File: config.mk
export PLATFORM = sky130hd
export DESIGN_NAME = chm_ram
export DESIGN_NICKNAME = d
export VERILOG_FILES = /design/src/hw/rtl/chm_ram.sv
export SDC_FILE = /design/constraint.sdc
export NUM_CORES = 1
export LEC_CHECK = 0
export ABC_AREA = 1
export BUFFER_PORTS_ARGS = -buffer_cell sky130_fd_sc_hd__buf_2
export CAP_MARGIN = 0
export CORE_ASPECT_RATIO = 0.9
export CORE_UTILIZATION = 50
export DETAILED_ROUTE_END_ITERATION = 12
export PLACE_DENSITY = 0.67
export SYNTH_ARGS = -nofsm -noshare
export SYNTH_HDL_FRONTEND = slang
export SYNTH_SLANG_ARGS = --single-unit
File: constraint.sdc
create_clock -name clk -period 3.35 [get_ports clk]
set_clock_uncertainty 0.2 [all_clocks]
set_input_delay 0.5025 -clock clk [delete_from_list [all_inputs] [get_ports clk]]
set_output_delay 0.5025 -clock clk [all_outputs]
set_load 0.005 [all_outputs]
File: src/hw/rtl/chm_ram.sv
// ---------------------------------------------------------------------------
// chm_ram
// simple dual-port ram, one write port, one read port with registered data
// ---------------------------------------------------------------------------
module chm_ram #(
  parameter int WIDTH = 8,
  parameter int DEPTH = 16
) (
  input  logic                     clk,
  input  logic                     we,
  input  logic [$clog2(DEPTH)-1:0] waddr,
  input  logic [WIDTH-1:0]         wdata,
  input  logic [$clog2(DEPTH)-1:0] raddr,
  output logic [WIDTH-1:0]         rdata
);

  logic [WIDTH-1:0] mem [DEPTH];

  // write port
  always_ff @(posedge clk) begin
    if (we) begin
      mem[waddr] <= wdata;
    end
  end

  // registered read port
  always_ff @(posedge clk) begin
    rdata <= mem[raddr];
  end

endmodule

; Word-level counts from Yosys, hierarchy flattened
; Memories as Yosys holds them, arrays and structs flattened. A register that Yosys moved wholly into a read port is not among the register bits.
; Index checks and enable logic that the tools add are counted.
[totals]
word_cells = 3
ram_bits = 128
memories = 1
output_inout_bits = 8
regBits = 0
[classes]
mux = 2
[mem_list]
columns = memory, words, width, read_ports, rd_ports_with_merged_regs, write_ports, line
row1 = mem, 16, 8, 1, 1, 1, 17  ; logic [WIDTH-1:0] mem [DEPTH];
[ops]
columns = op, n
row1 = 1-bit two-way mux, 2

; Logic depth before layout (Yosys ltp)
[logic_depth]
ltp_word = 2
ltp_mapped = 8
depth_no_buf = 7

; Least setup slack after synthesis
; Ideal clock, no wire load.
[synth_timing]
path_type = input to register
from = in waddr[2]
to = mem mem[10][0] (enable)
arrival_ns = 1.083
path_slack_ns = 1.697
cell_stages = 2
cell_sequence = nand3b_1 -> nor2_1
[synth_lines]
columns = item, line
row1 = from (decl), 11  ; input logic [$clog2(DEPTH)-1:0] waddr,
row2 = to (decl), 17
; No word-level cell before the write port.

; Worst setup path in the final report
[layout_timing]
from = in waddr[3]
to = mem mem[5][0] (enable)
; No word-level cell before the write port.

==> run_results.csv <==
group,metric,value,unit
floorplan,die-area,11970,um2
power_and_ir_drop,clkPwrFrac,0.476,
final_layout,fill_cells,906,
placement,place_congestion,0.7985,
final_layout,drive_gt1_frac,0.09898,
setup_path,cp_slowest_cell,"nor2_1",
timing,post-route-period-util,0.5143,
power_and_ir_drop,p_sw,869.2,uW
cts,cts_tree,"done",
power_and_ir_drop,pwr-share-comb,0.055,
route,viasPerCell,5.049,
global_route,grt_max_degree,65,
logic_synthesis,syn_area_per_cell,10.47,um2
final_layout,nNetsFinal,592,
cts,cts_buffer_depth,2,
final_layout,areaGrowthSynthToFinish,13.76,%
placement,place_inst,707,
global_route,grt_usage,0.2308,
cts,cts_buffers,17,
timing,slew_headroom,0.4484,
final_layout,diodes,0,
placement,dp_hpwl,7397,um
final_layout,fin_cells,738,
floorplan,die_w,115.2,um
logic_synthesis,synth_top_cell_area_share,0.6665,
cts,postCtsSetupBuffers,0,
route,vias,3726,
logic_synthesis,yosysWarnings,0,
power_and_ir_drop,ir_drop,0.3469,mV
setup_path,slowest_delay,670,ps
global_route,grt_first_pass_wirelength,19610,um
cts,holdBufCountCts,0,
cts,clockRootBuffer,"clkbuf_16",
route,dr.pass1.iters,5,
route,drt_iter0_drc,321,
timing,rsz0062_at_grt,"false",
logic_synthesis,synth.top_cells.by_area,"edfxtp_1 67%, nand2_1 11%, nand3_1 8.4%, inv_1 6.5%, dfxtp_1 2.8%",
floorplan,io_pins,26,
floorplan,die_h,103.9,um
setup_path,reg2reg_depth,6,
power_and_ir_drop,switching_share,0.2134,
final_layout,fin_util,0.5944,
logic_synthesis,syn-instance-count,551,
route,drc,0,
min_path,hold_depth,3,
floorplan,core_area,11040,um2
cts,clock_sinks,136,
logic_synthesis,ys_seq_area_frac,0.6943,
logic_synthesis,synth_area,5767,um2
job,max_cap_violations,0,
cts,ctsResizeCount,0,
timing,tightest_slew,824.4,ps
timing,final-setup-viol-count,0,
floorplan,rows,36,
setup_path,worstSetupStartpointType,"primary input",
setup_path,path_class,"in -> reg",
setup_path,crit_family,"simple AND/OR/NAND/NOR gates",
timing,maxSlewViolCount,0,
floorplan,initial_core_util,0.5226,
timing,hold_slack,276.9,ps
setup_path,rr_startpoint,"mem[9][2]$_DFFE_PP_",
setup_path,crit_required,3190,ps
placement,port_buffers,25,
power_and_ir_drop,power.leakage,0.002817,uW
route,wl_per_cell,17.05,um
timing,fin_tns_setup,0,ps
cts,clk_pin_slew,60,ps
logic_synthesis,yosysTopAreaCell,"edfxtp_1",
timing,finalCriticalPeriod,1723,ps
outcome,status,"complete, no violations",
global_route,antenna_found_initial,0,
setup_path,crit_path_max_fanout,8,
route,antenna_left,0,
timing,hold_viol_final,0,
power_and_ir_drop,p_seq_frac,0.469,
route,drt-total-wl,12580,um
setup_path,crit_buf_inv,1,
cts,cts-htree-levels,4,
global_route,grt.overflow.total,0,
min_path,hp-class,"in -> reg",
placement,placed_area,5951,um2
logic_synthesis,synth-seq-cells,136,
power_and_ir_drop,cellPowerDensity,620.9,nW/um2
min_path,holdCritStartpoint,"raddr[3]",
logic_synthesis,syn_nets,569,
setup_path,path_cells,"buf_2 > nand3b_1 > nor2_1",
power_and_ir_drop,intPower,3204,uW
setup_path,arrival,1560,ps
min_path,whs_endpoint,"rdata[0]$_DFF_P_",
global_route,grt_pass1_vias,3541,
timing,fmax,580.4,MHz
cts,clk_latency,420,ps
setup_path,rr_endpoint,"rdata[2]$_DFF_P_",
setup_path,reg2reg_slack,2060,ps
setup_path,endpoint_kind,"register",
logic_synthesis,synth_cell_types,12,
final_layout,final_area,6560,um2
[worst max path at each step]
stage,depth (start not counted),end,start
after floorplan,2,mem[10][0]$_DFFE_PP_,waddr[2]
after global placement,4,mem[12][3]$_DFFE_PP_,waddr[0]
final,3,mem[5][0]$_DFFE_PP_,waddr[3]
after CTS,3,mem[5][0]$_DFFE_PP_,waddr[3]
after detailed placement,3,mem[5][4]$_DFFE_PP_,waddr[3]
after global routing,9,rdata[3]$_DFF_P_,raddr[0]
[worst reg2reg max path, stage by stage, from the launching register on]
cell and delay (ps):
edfxtp_1 370, inv_1 60, nand2_1 40, nand3_1 120
nand3_1 120, nand3_1 190, nand2_1 80
[cells in the mapped netlist]
cell type,instances
buf_1,1
buf_2,13
buf_4,4
buf_6,6
dfxtp_1,8
edfxtp_1,128
inv_1,100
inv_2,2
nand2_1,173
nand3_1,97
nand3b_1,2
nor2_1,17
[per-stage QoR]
step / power, uW / setup WS, ps
global placement: 2166 / 1206
detailed placement: 2170 / 1197
finish: 4073 / 1627
CTS: 4087 / 1642
floorplan: 2082 / 1697
global route: 4183 / 1529
[power by group through the flow]
stage	logic, uW	clock network [uW]	registers [uW]
finish	223	1940	1910
CTS	224	1950	1910
global route	250	2020	1920
detailed placement	222	0	1950
global placement	219	0	1950
floorplan	134	0	1950
[metal layers]
layer	global-route usage	up-vias	share of wire	wire, um
met5	0	-	0	0
met4	0.1011	0	0.023	290
met3	0.07459	24	0.070	880
met2	0.3219	135	0.45	5614
met1	0.3296	1753	0.46	5799
li1	-	1814	-	-
[area by class of cell]
type,instances,area (um2),area share
repair buffers,28,160.2,0.02441
inverters,102,382.9,0.05836
multi-input cells,289,1214,0.1850
flip-flops and latches,136,4004,0.6103
clock inverters,12,176.4,0.02689
well taps,152,190.2,0.02899
clock buffers,19,432.9,0.06599
[flip-flops by register name, summed over array words and instances (netlist names)]
signal,cells
rdata,8
mem,128
[logic make-up (layout without fill, tap and decap cells)]
group,after synthesis,in the layout,synth area share
buffers and inverters,126,161,0.09525
DFF,136,136,0.6943
and+or+nand+nor,289,289,0.2105
[cell usage in the layout (no fill, tap or decap), drive strengths merged]
| cell type | instances |
|---|---|
| nand2 | 173 |
| clkinv | 3 |
| buf | 28 |
| dfxtp | 8 |
| nor2 | 17 |
| nand3 | 97 |
| nand3b | 2 |
| clkbuf | 19 |
| edfxtp | 128 |
| bufinv | 4 |
| clkinvlp | 4 |
| inv | 103 |
(Power assumes the default switching activity.)
