## src/hw/rtl/chm_pkg.sv

```systemverilog
// ---------------------------------------------------------------------------
// chm_pkg
// shared constants, codes and hash stage functions of the chained hash map
// ---------------------------------------------------------------------------
package chm_pkg;

  localparam int KEY_W   = 64;
  localparam int VAL_W   = 64;
  localparam int OP_W    = 2;
  localparam int STAT_W  = 2;
  localparam int COUNT_W = 11;

  typedef logic [KEY_W-1:0] word_t;

  // request opcodes
  localparam logic [OP_W-1:0] OP_LOOKUP = 2'd0;
  localparam logic [OP_W-1:0] OP_INSERT = 2'd1;
  localparam logic [OP_W-1:0] OP_REMOVE = 2'd2;

  // result status codes
  localparam logic [STAT_W-1:0] ST_HIT      = 2'd0;
  localparam logic [STAT_W-1:0] ST_MISS     = 2'd1;
  localparam logic [STAT_W-1:0] ST_INSERTED = 2'd2;
  localparam logic [STAT_W-1:0] ST_FULL     = 2'd3;

  // shift amounts of the integer mix
  localparam int SH_32 = 32'h20;
  localparam int SH_22 = 32'h16;
  localparam int SH_13 = 32'hd;
  localparam int SH_8  = 8;
  localparam int SH_15 = 32'hf;
  localparam int SH_27 = 32'h1b;
  localparam int SH_31 = 32'h1f;

  function automatic word_t sar(input word_t x, input int n);
    return word_t'($signed(x) >>> n);
  endfunction

  // first third: fold, xor-shift, add
  function automatic word_t mix_a(input word_t k);
    word_t h;
    h = ~(k << SH_32) + k;
    h = h ^ sar(h, SH_22);
    h = h + ~(h << SH_13);
    return h;
  endfunction

  // second third: xor-shift, times nine, xor-shift
  function automatic word_t mix_b(input word_t x);
    word_t h;
    h = x ^ sar(x, SH_8);
    h = (h << 3) + h;
    h = h ^ sar(h, SH_15);
    return h;
  endfunction

  // last third: add, xor-shift
  function automatic word_t mix_c(input word_t x);
    word_t h;
    h = x + ~(x << SH_27);
    h = h ^ sar(h, SH_31);
    return h;
  endfunction

endpackage

```

## src/hw/rtl/chm_hash.sv

```systemverilog
// ---------------------------------------------------------------------------
// chm_hash
// three-stage pipelined 64-bit integer mix giving the bucket number
// ---------------------------------------------------------------------------
module chm_hash
  import chm_pkg::*;
#(
  parameter int BUCKET_BITS = 8
) (
  input  logic                   clk,
  input  logic                   rst,
  input  logic                   start,
  input  word_t                  key,
  output logic                   done,
  output logic [BUCKET_BITS-1:0] bucket
);

  word_t      s1;
  word_t      s2;
  word_t      s3;
  logic [2:0] vld;

  // stage valid pipe
  always_ff @(posedge clk) begin
    if (rst) begin
      vld <= '0;
    end else begin
      vld <= {vld[1:0], start};
    end
  end

  // last mix stage ahead of the bucket register
  assign s3 = mix_c(s2);

  // mix stages
  always_ff @(posedge clk) begin
    s1     <= mix_a(key);
    s2     <= mix_b(s1);
    bucket <= s3[BUCKET_BITS-1:0];
  end

  assign done = vld[2];

endmodule

```

## config.mk

```make
export PLATFORM = sky130hd
export DESIGN_NAME = chm_hash
export DESIGN_NICKNAME = d
export VERILOG_FILES = /design/src/hw/rtl/chm_pkg.sv /design/src/hw/rtl/chm_hash.sv
export SDC_FILE = /design/constraint.sdc
export NUM_CORES = 1
export LEC_CHECK = 0
export BUFFER_PORTS_ARGS = -buffer_cell sky130_fd_sc_hd__buf_4
export CORE_MARGIN = 8
export CORE_UTILIZATION = 35
export DETAILED_ROUTE_END_ITERATION = 8
export GPL_ROUTABILITY_DRIVEN = 0
export PLACE_DENSITY = 0.54
export SLEW_MARGIN = 20
export SYNTH_ARGS = -nofsm -noshare
export SYNTH_HDL_FRONTEND = slang
export SYNTH_SLANG_ARGS = --single-unit
```

## constraint.sdc

```tcl
create_clock -name clk -period 6.1 [get_ports clk]
set_input_delay 0.305 -clock clk [delete_from_list [all_inputs] [get_ports clk]]
set_output_delay 0.305 -clock clk [all_outputs]
set_load 0.01 [all_outputs]
```

# Yosys cells after proc, flatten, opt, wreduce, memory -nomap -nowiden
# Index checks and enable logic that the tools add are counted.
dict set report op_classes {
  n_addsub 4
  n_bitwise 7
}
# op n
set op_table {}
lappend op_table {{64-bit adder} 1}
lappend op_table {{64-bit NOT} 1}
lappend op_table {{62-bit adder} 1}
lappend op_table {{62-bit NOT} 1}
lappend op_table {{62-bit XOR} 1}
lappend op_table {{54-bit adder} 1}
lappend op_table {{54-bit XOR} 1}
lappend op_table {{39-bit adder} 1}
lappend op_table {{39-bit NOT} 1}
lappend op_table {{39-bit XOR} 1}
lappend op_table {{8-bit XOR} 1}
dict set report totals {
  out_inout_bits 9
  elab_cells 15
  ff_bits 112
}

# Depth between registers and ports, before layout
# Gate-level depths: netlist of run 1.
dict set report depth {
  ltp_word 5
  depth_mapped 28
  depth_no_buf 24
}

# Worst setup path before layout of run 1
# OpenSTA, ideal clock, no wires.
dict set report synth_path {
  path_type {input -> register}
  from {in key[1]}
  to {reg s1[58]}
  required_ns 6.028
  arrival_ns 6.537
  path_stages 27
  path_slack_ns -0.509
  n_path_buf 6
  path_cell_list {or4_1 buf_2 or4_4 buf_6 nor4_2 or2_2 a31oi_1 o22ai_1 o21bai_1 a21oi_1 xnor2_1 clkbuf_1 buf_1 clkbuf_1 xnor2_1 ha_1 clkbuf_1 a21oi_1 o21bai_1 a21oi_1 nor2b_1 nor2_1 maj3_1 maj3_1 maj3_1 o41ai_2 xnor2_1}
}
dict set report synth_via {
  elab_chain_cells 5
}
# item line_no
set synth_lines {}
lappend synth_lines {{from (decl)} chm_hash.sv:13} ;# input word_t key,
lappend synth_lines {{64-bit NOT} chm_pkg.sv:42} ;# h = ~(k << SH_32) + k;
lappend synth_lines {{64-bit adder *} chm_pkg.sv:42}
lappend synth_lines {{62-bit XOR *} chm_pkg.sv:43} ;# h = h ^ sar(h, SH_22);
lappend synth_lines {{62-bit NOT} chm_pkg.sv:44} ;# h = h + ~(h << SH_13);
lappend synth_lines {{62-bit adder *} chm_pkg.sv:44}
lappend synth_lines {{to (signal assigned)} chm_hash.sv:37} ;# s1 <= mix_a(key);
lappend synth_lines {{to (decl)} chm_hash.sv:18} ;# word_t s1;
# Every way passes the cells marked *; elsewhere a longest branch is shown, timed or not.
# A chain may end at the register's enable or synchronous reset.

# Final worst setup path of run 1
dict set report layout_path {
  from {in key[7]}
  to {reg s1[58]}
}
# Same word-level chain as after synthesis.

==> reports/results.tsv, run 1 <==
metric	value	unit
cts_root_buffer	clkbuf_16	
fillers	4130	
antenna_found_initial	0	
critPathLaunchType	primary input	
synth_area_leaders	dfxtp_1 16%, xnor2_1 14%, xor2_1 9.8%, ha_1 9.5%, a21oi_1 4.7%	
wl	46.6	mm
timing.rr.start	s1[11]$_DFF_P_	
finalCriticalPeriod	5.73	ns
synthCells	1735	
synth_edf_count	0	
synth_seq_cells	112	
start_util	35.2	%
via_per_inst	5.47	
crit_fanout	12	
grt_pass1_vias	12900	
ios	76	
worstHoldPathCells	2	
grt_max_degree	19	
area_delta_synth_final	14.9	%
postCtsHoldBufs	0	
status	finished clean	
tightest_slew	0.936	ns
ant_nets	0	
final-setup-viol-count	0	
whs_endpoint	vld[2]$_SDFF_PP0_	
cts_buffers	9	
dp_hpwl	40.6	mm
final_layout_size_suffix_gt1_share	13.2	%
port-buffer-count	75	
dr.pass1.iters	9	
hold_path.class	in -> reg	
synth_area_per_cell	8.00	um2
end_kind	flop	
rsz0062_at_grt	no	
clkLatencyLatePin	0.35	ns
worstPathArrival	6.02	ns
netlist_area	13900	um2
reg2regPathDepth	22	
avgRoutedWirePerCell	19.3	um
ctsResizeCount	0	
clk_pin_slew	0.07	ns
max_freq	174	MHz
drcViolationCount	0	
yosysMostFrequentCell	xnor2_1	
die_w	215	um
synthFlopType	dfxtp_1	
ys_async_sr_fraction	0	%
syn_nets	1908	
diodes	0	
cts_max_level	3	
die_area	46300	um2
cp_data_required_time	6.38	ns
rows	73	
ys_seq_area_share	16.2	%
fin_skew	0.0101	ns
slew_headroom	37.2	%
postCtsSetupRepairBufs	0	
yosys-top-cells-count	219 x xnor2_1, 156 x xor2_1, 130 x a21oi_1, 119 x nor2_1, 118 x nand2_1	
clk_path_buf_depth	2	
synth_warnings	0	
timing.rr.end	s2[38]$_DFF_P_	
fin_setup_tns	0	ns
drv_slew	0	
grt_first_pass_wirelength	71.5	mm
core	39500	um2
finalNetCount	2051	
dr_total_vias	13200	
worst_hold_slack	0.116	ns
drt_iter0_drc	971	
synth_top_area_share	16.2	%
grt_use_total	19.4	%
drv_cap	0	
yosys.area.top_type	dfxtp_1	
crit_type	in -> reg	
grt.overflow.total	0	
ys_types	102	
fp.dieH	215	um
r2r_slack	0.58	ns
hp-start	rst	
clkSinkCount	112	
period_share	94.0	%
cts_tree	built	
final-hold-violation-count	0	
[worst max-delay path by stage]
stage | from | endpoint | cells after the start
after global placement | key[1] | s1[58]$_DFF_P_ | 21
final | key[7] | s1[58]$_DFF_P_ | 21
after floorplan | key[1] | s1[58]$_DFF_P_ | 27
after detailed placement | key[1] | s1[58]$_DFF_P_ | 21
after CTS | key[1] | s1[58]$_DFF_P_ | 21
after global routing | key[1] | s1[58]$_DFF_P_ | 21
[cell type report]
| type | instances | area, um2 | area share, % |
|---|---|---|---|
| Multi-Input combinational cell | 1498 | 11200 | 70.0 |
| Sequential cell | 112 | 2240 | 14.1 |
| Timing Repair Buffer | 174 | 1310 | 8.19 |
| Tap cell | 525 | 657 | 4.12 |
| Inverter | 83 | 312 | 1.95 |
| Clock buffer | 12 | 236 | 1.48 |
| Clock inverter | 4 | 37.5 | 0.235 |
[through the flow]
step	setup WS, ns	instance area, um2	utilization, %	instances
after floorplan	0.00645	13900	-	1735
after CTS	0.447	16000	40.4	2408
after global placement	0.148	15700	39.7	2392
final	0.365	16000	40.4	2408
after detailed placement	0.0660	15700	39.7	2392
after global routing	0.0969	16000	40.4	2408
[cells by family after synthesis]
family | after synthesis | synth area share [%]
compound gates | 443 | 21.6
xor+xnor | 395 | 26.8
fa+ha+maj | 146 | 12.5
buf+inv | 125 | 3.55
flops | 112 | 16.2
mux | 3 | 0.216
simple gates | 511 | 19.2
[cell usage in the layout, fill, tap and decap left out, types with 13 or more instances in the layout]
cell	synthesis	routed
nand2_1	118	118
o211ai_1	13	13
a31oi_1	20	20
o21ai_0	68	68
o21bai_1	18	18
ha_1	105	105
nand4_1	21	21
xor2_1	156	156
a21oi_1	130	130
and2_1	19	19
dfxtp_1	112	112
o21a_1	16	16
or3_1	13	13
nand2b_1	13	13
a21o_1	66	66
buf_4	0	174
nor4_1	21	21
nand3_1	47	47
nor2_1	119	119
nor3_1	51	51
maj3_1	40	40
and3_1	22	22
xnor2_1	219	218
inv_1	83	83
[state kept, by name (all words and copies together), names as in the netlist]
register  flops
vld           3
bucket        8
s1           62
s2           39
[critical path, stage by stage]
cell,delay [ns]
buf_4,0.13
or4_1,0.62
or4_4,0.57
nor4_2,0.52
or2_2,0.26
a31oi_1,0.13
o22ai_1,0.24
o21bai_1,0.09
a21oi_1,0.15
buf_4,0.15
xnor2_4,0.22
xor2_1,0.42
inv_1,0.09
ha_1,0.41
nor2b_1,0.28
nor2_1,0.08
maj3_1,0.36
maj3_1,0.37
maj3_1,0.39
o41ai_2,0.07
xnor2_1,0.15
[routing by layer]
metal	global-route usage (%)	wire length, um	up-vias
li1	-	-	6516
met1	24.2	20500	6109
met2	32.9	21500	456
met3	2.08	2290	92
met4	9.26	2290	0
met5	0	0	-
Power of run 1 is not shown: default switching activity piles up to over one toggle a cycle in this logic, so the estimate is an artifact.
==> run 2: changes to the inputs <==
--- a/config.mk
+++ b/config.mk
@@ -5,6 +5,7 @@
 export SDC_FILE = /design/constraint.sdc
 export NUM_CORES = 1
 export LEC_CHECK = 0
+export ABC_AREA = 1
 export BUFFER_PORTS_ARGS = -buffer_cell sky130_fd_sc_hd__buf_4
 export CORE_MARGIN = 8
 export CORE_UTILIZATION = 35
==> run 2 against run 1 <==
Effect of this change:
- global-route usage rose by 5.3 points
- final cell count rose by 68%
- maximum frequency rose by 44%
- cell area rose by 23%
- via count rose by 55%
- first-iteration DRC count rose by 73%
- worst hold slack got worse by 0.016 ns
- routed wire length rose by 61%
- synthesized area rose by 29%
- flip-flop and latch count did not move
- critical endpoint is now s1[46]$_DFF_P_
- highest routed layer unchanged
==> reports/results.tsv, run 2 <==
metric	value	unit
status	finished clean	
postCtsHoldBufs	0	
ys_types	46	
ys_seq_area_share	12.5	%
synth_seq_cells	112	
power_density	721	nW/um2
cts_buffers	9	
port-buffer-count	75	
final_common_cell	nand2_1	
synth_warnings	0	
reg_top3	s1 x62, s2 x39, bucket x8	
cpPeakStageDelay	0.46	ns
r2r_slack	2.39	ns
dp_hpwl	67.0	mm
synth_top_area_share	25.3	%
antenna_found_initial	0	
clk_pin_slew	0.08	ns
postCtsSetupRepairBufs	0	
p_leak	11.0	nW
synth_area_leaders	nand2_1 25%, dfxtp_1 13%, inv_1 11%, xor2_1 9.1%, ha_1 7.3%	
layout_common_cells	1207 x nand2_1, 511 x inv_1, 311 x nor2_1, 226 x nand3_1, 186 x xor2_1	
grt_use_total	24.6	%
post-route-util	38.4	%
grt_first_pass_wirelength	113	mm
final-hold-violation-count	0	
final_layout_size_suffix_gt1_share	8.85	%
dr.pass1.iters	6	
via_per_inst	5.03	
dpl_worst_slack	1.82	ns
end_kind	flop	
max_freq	250	MHz
fin_skew	0.0106	ns
final-setup-viol-count	0	
grt_max_degree	28	
yosys-top-cells-count	1207 x nand2_1, 511 x inv_1, 311 x nor2_1, 226 x nand3_1, 186 x xor2_1	
finalCriticalPeriod	4.00	ns
whs_endpoint	vld[2]$_SDFF_PP0_	
hold_path.class	in -> reg	
path_common_cell	nand2_1	
worstHoldPathCells	2	
die_area	58700	um2
crit_type	in -> reg	
cts_root_buffer	clkbuf_16	
fin_setup_tns	0	ns
tightest_slew	0.597	ns
start_util	35.1	%
ant_nets	0	
drcViolationCount	0	
yosys.area.top_type	nand2_1	
avgRoutedWirePerCell	18.5	um
yosysMostFrequentCell	nand2_1	
area_delta_synth_final	9.30	%
fp.dieH	242	um
ys_async_sr_fraction	0	%
timing.rr.start	s1[8]$_DFF_P_	
crit_family	simple AND/OR/NAND/NOR gates	
path_buf_inv	4	
netlist_area	17900	um2
hp-start	rst	
setup_slack	2.10	ns
cts_max_level	3	
core	51000	um2
clkLatencyLatePin	0.37	ns
cts_tree	built	
synth_edf_count	0	
ios	76	
drv_slew	0	
die_w	242	um
reg2regPathDepth	14	
rows	83	
drv_cap	0	
timing.rr.end	s2[25]$_DFF_P_	
grt_pass1_vias	19700	
synthFlopType	dfxtp_1	
synth_area_per_cell	5.45	um2
ctsResizeCount	0	
worstPathArrival	4.24	ns
wl	75.0	mm
diodes	0	
clkSinkCount	112	
finalNetCount	3537	
cp_slowest_cell	ha_1	
cp_data_required_time	6.34	ns
grt.overflow.total	0	
dr_total_vias	20400	
crit_fanout	21	
slew_headroom	59.2	%
critPathLaunchType	primary input	
clk_path_buf_depth	2	
period_share	65.5	%
synthCells	3285	
syn_nets	3458	
largest_reg_flops	62	
worstSetupPathDepth	26	
rsz0062_at_grt	no	
top_register	s1	
max-vdd-ir-drop	0.466	mV
drt_iter0_drc	1680	
run 2: changes by cell type in the layout (fill, tap and decap cells not counted), sizes merged, moves of 22 or more:
cell / before / now
inv: 85 / 540
a21oi: 132 / 156
nand4: 22 / 56
nand2: 118 / 1306
nor4: 28 / 6
xor2: 157 / 186
maj3: 40 / 0
xnor2: 222 / 50
buf: 174 / 75
nor3: 51 / 16
nor2: 119 / 372
a21o: 66 / 6
nand3: 48 / 242
run 2: area by class of cell:
cell class	count	area [um2]
Tap cell	680	851
Sequential cell	112	2240
Multi-Input combinational cell	2626	13600
Clock buffer	11	253
Clock inverter	5	56.3
Fill cell	5836	31400
Timing Repair Buffer	75	563
Inverter	540	2030
run 2: metal layers:
layer | track usage [%] | vias up | part of all wire [%]
li1 | - | 10400 | -
met1 | 28.7 | 9051 | 40
met2 | 43.6 | 732 | 47
met3 | 2.60 | 192 | 5.9
met4 | 14.2 | 0 | 6.4
met5 | 0 | - | 0
run 2: where the power goes:
part	switching [W]	internal [W]	leakage [nW]
combinational	0.00772	0.00416	9.95
sequential	0.000287	0.00132	0.944
clock	0.000311	0.000312	0.153
total	0.00831	0.00580	11.0
run 2: worst register-to-register path: cells and delay by family (launching register included):
kind,cells,cell delay (ns)
AO/OA/AOI/OAI,7,1.77
adder cells (fa/ha/maj),2,0.65
XOR/XNOR,3,0.63
flip-flops,1,0.34
AND/OR/NAND/NOR,2,0.18
run 2: kinds of logic after synthesis:
| kind of cell | synth area share (%) |
|---|---|
| AO/OA/AOI/OAI | 8.44 |
| XOR/XNOR | 11.5 |
| adder cells (fa/ha/maj) | 7.45 |
| buffers and inverters | 11.6 |
| flip-flops | 12.5 |
| AND/OR/NAND/NOR | 48.4 |
run 2: stage by stage:
stage / cells / area, um2 / total power, W / hold slack, ns
6_report: 4049 / 19600 / 0.0141 / 0.100
5_1_grt: 4049 / 19600 / 0.0155 / 0.105
4_1_cts: 4049 / 19600 / 0.0141 / 0.0926
3_5_place_dp: 4033 / 19300 / 0.0135 / 0.403
3_3_place_gp: 4033 / 19300 / 0.0135 / 0.401
2_1_floorplan: 3285 / 17900 / 0.0101 / 0.376
run 2: worst max path at each step:
stage | startpoint | to
final | key[6] | s1[46]$_DFF_P_
after global routing | key[8] | s1[59]$_DFF_P_
after CTS | key[3] | s1[57]$_DFF_P_
after detailed placement | key[6] | s1[56]$_DFF_P_
after global placement | key[3] | s1[57]$_DFF_P_
after floorplan | key[18] | s1[57]$_DFF_P_
No activity file was read; power rests on OpenSTA's default activity.
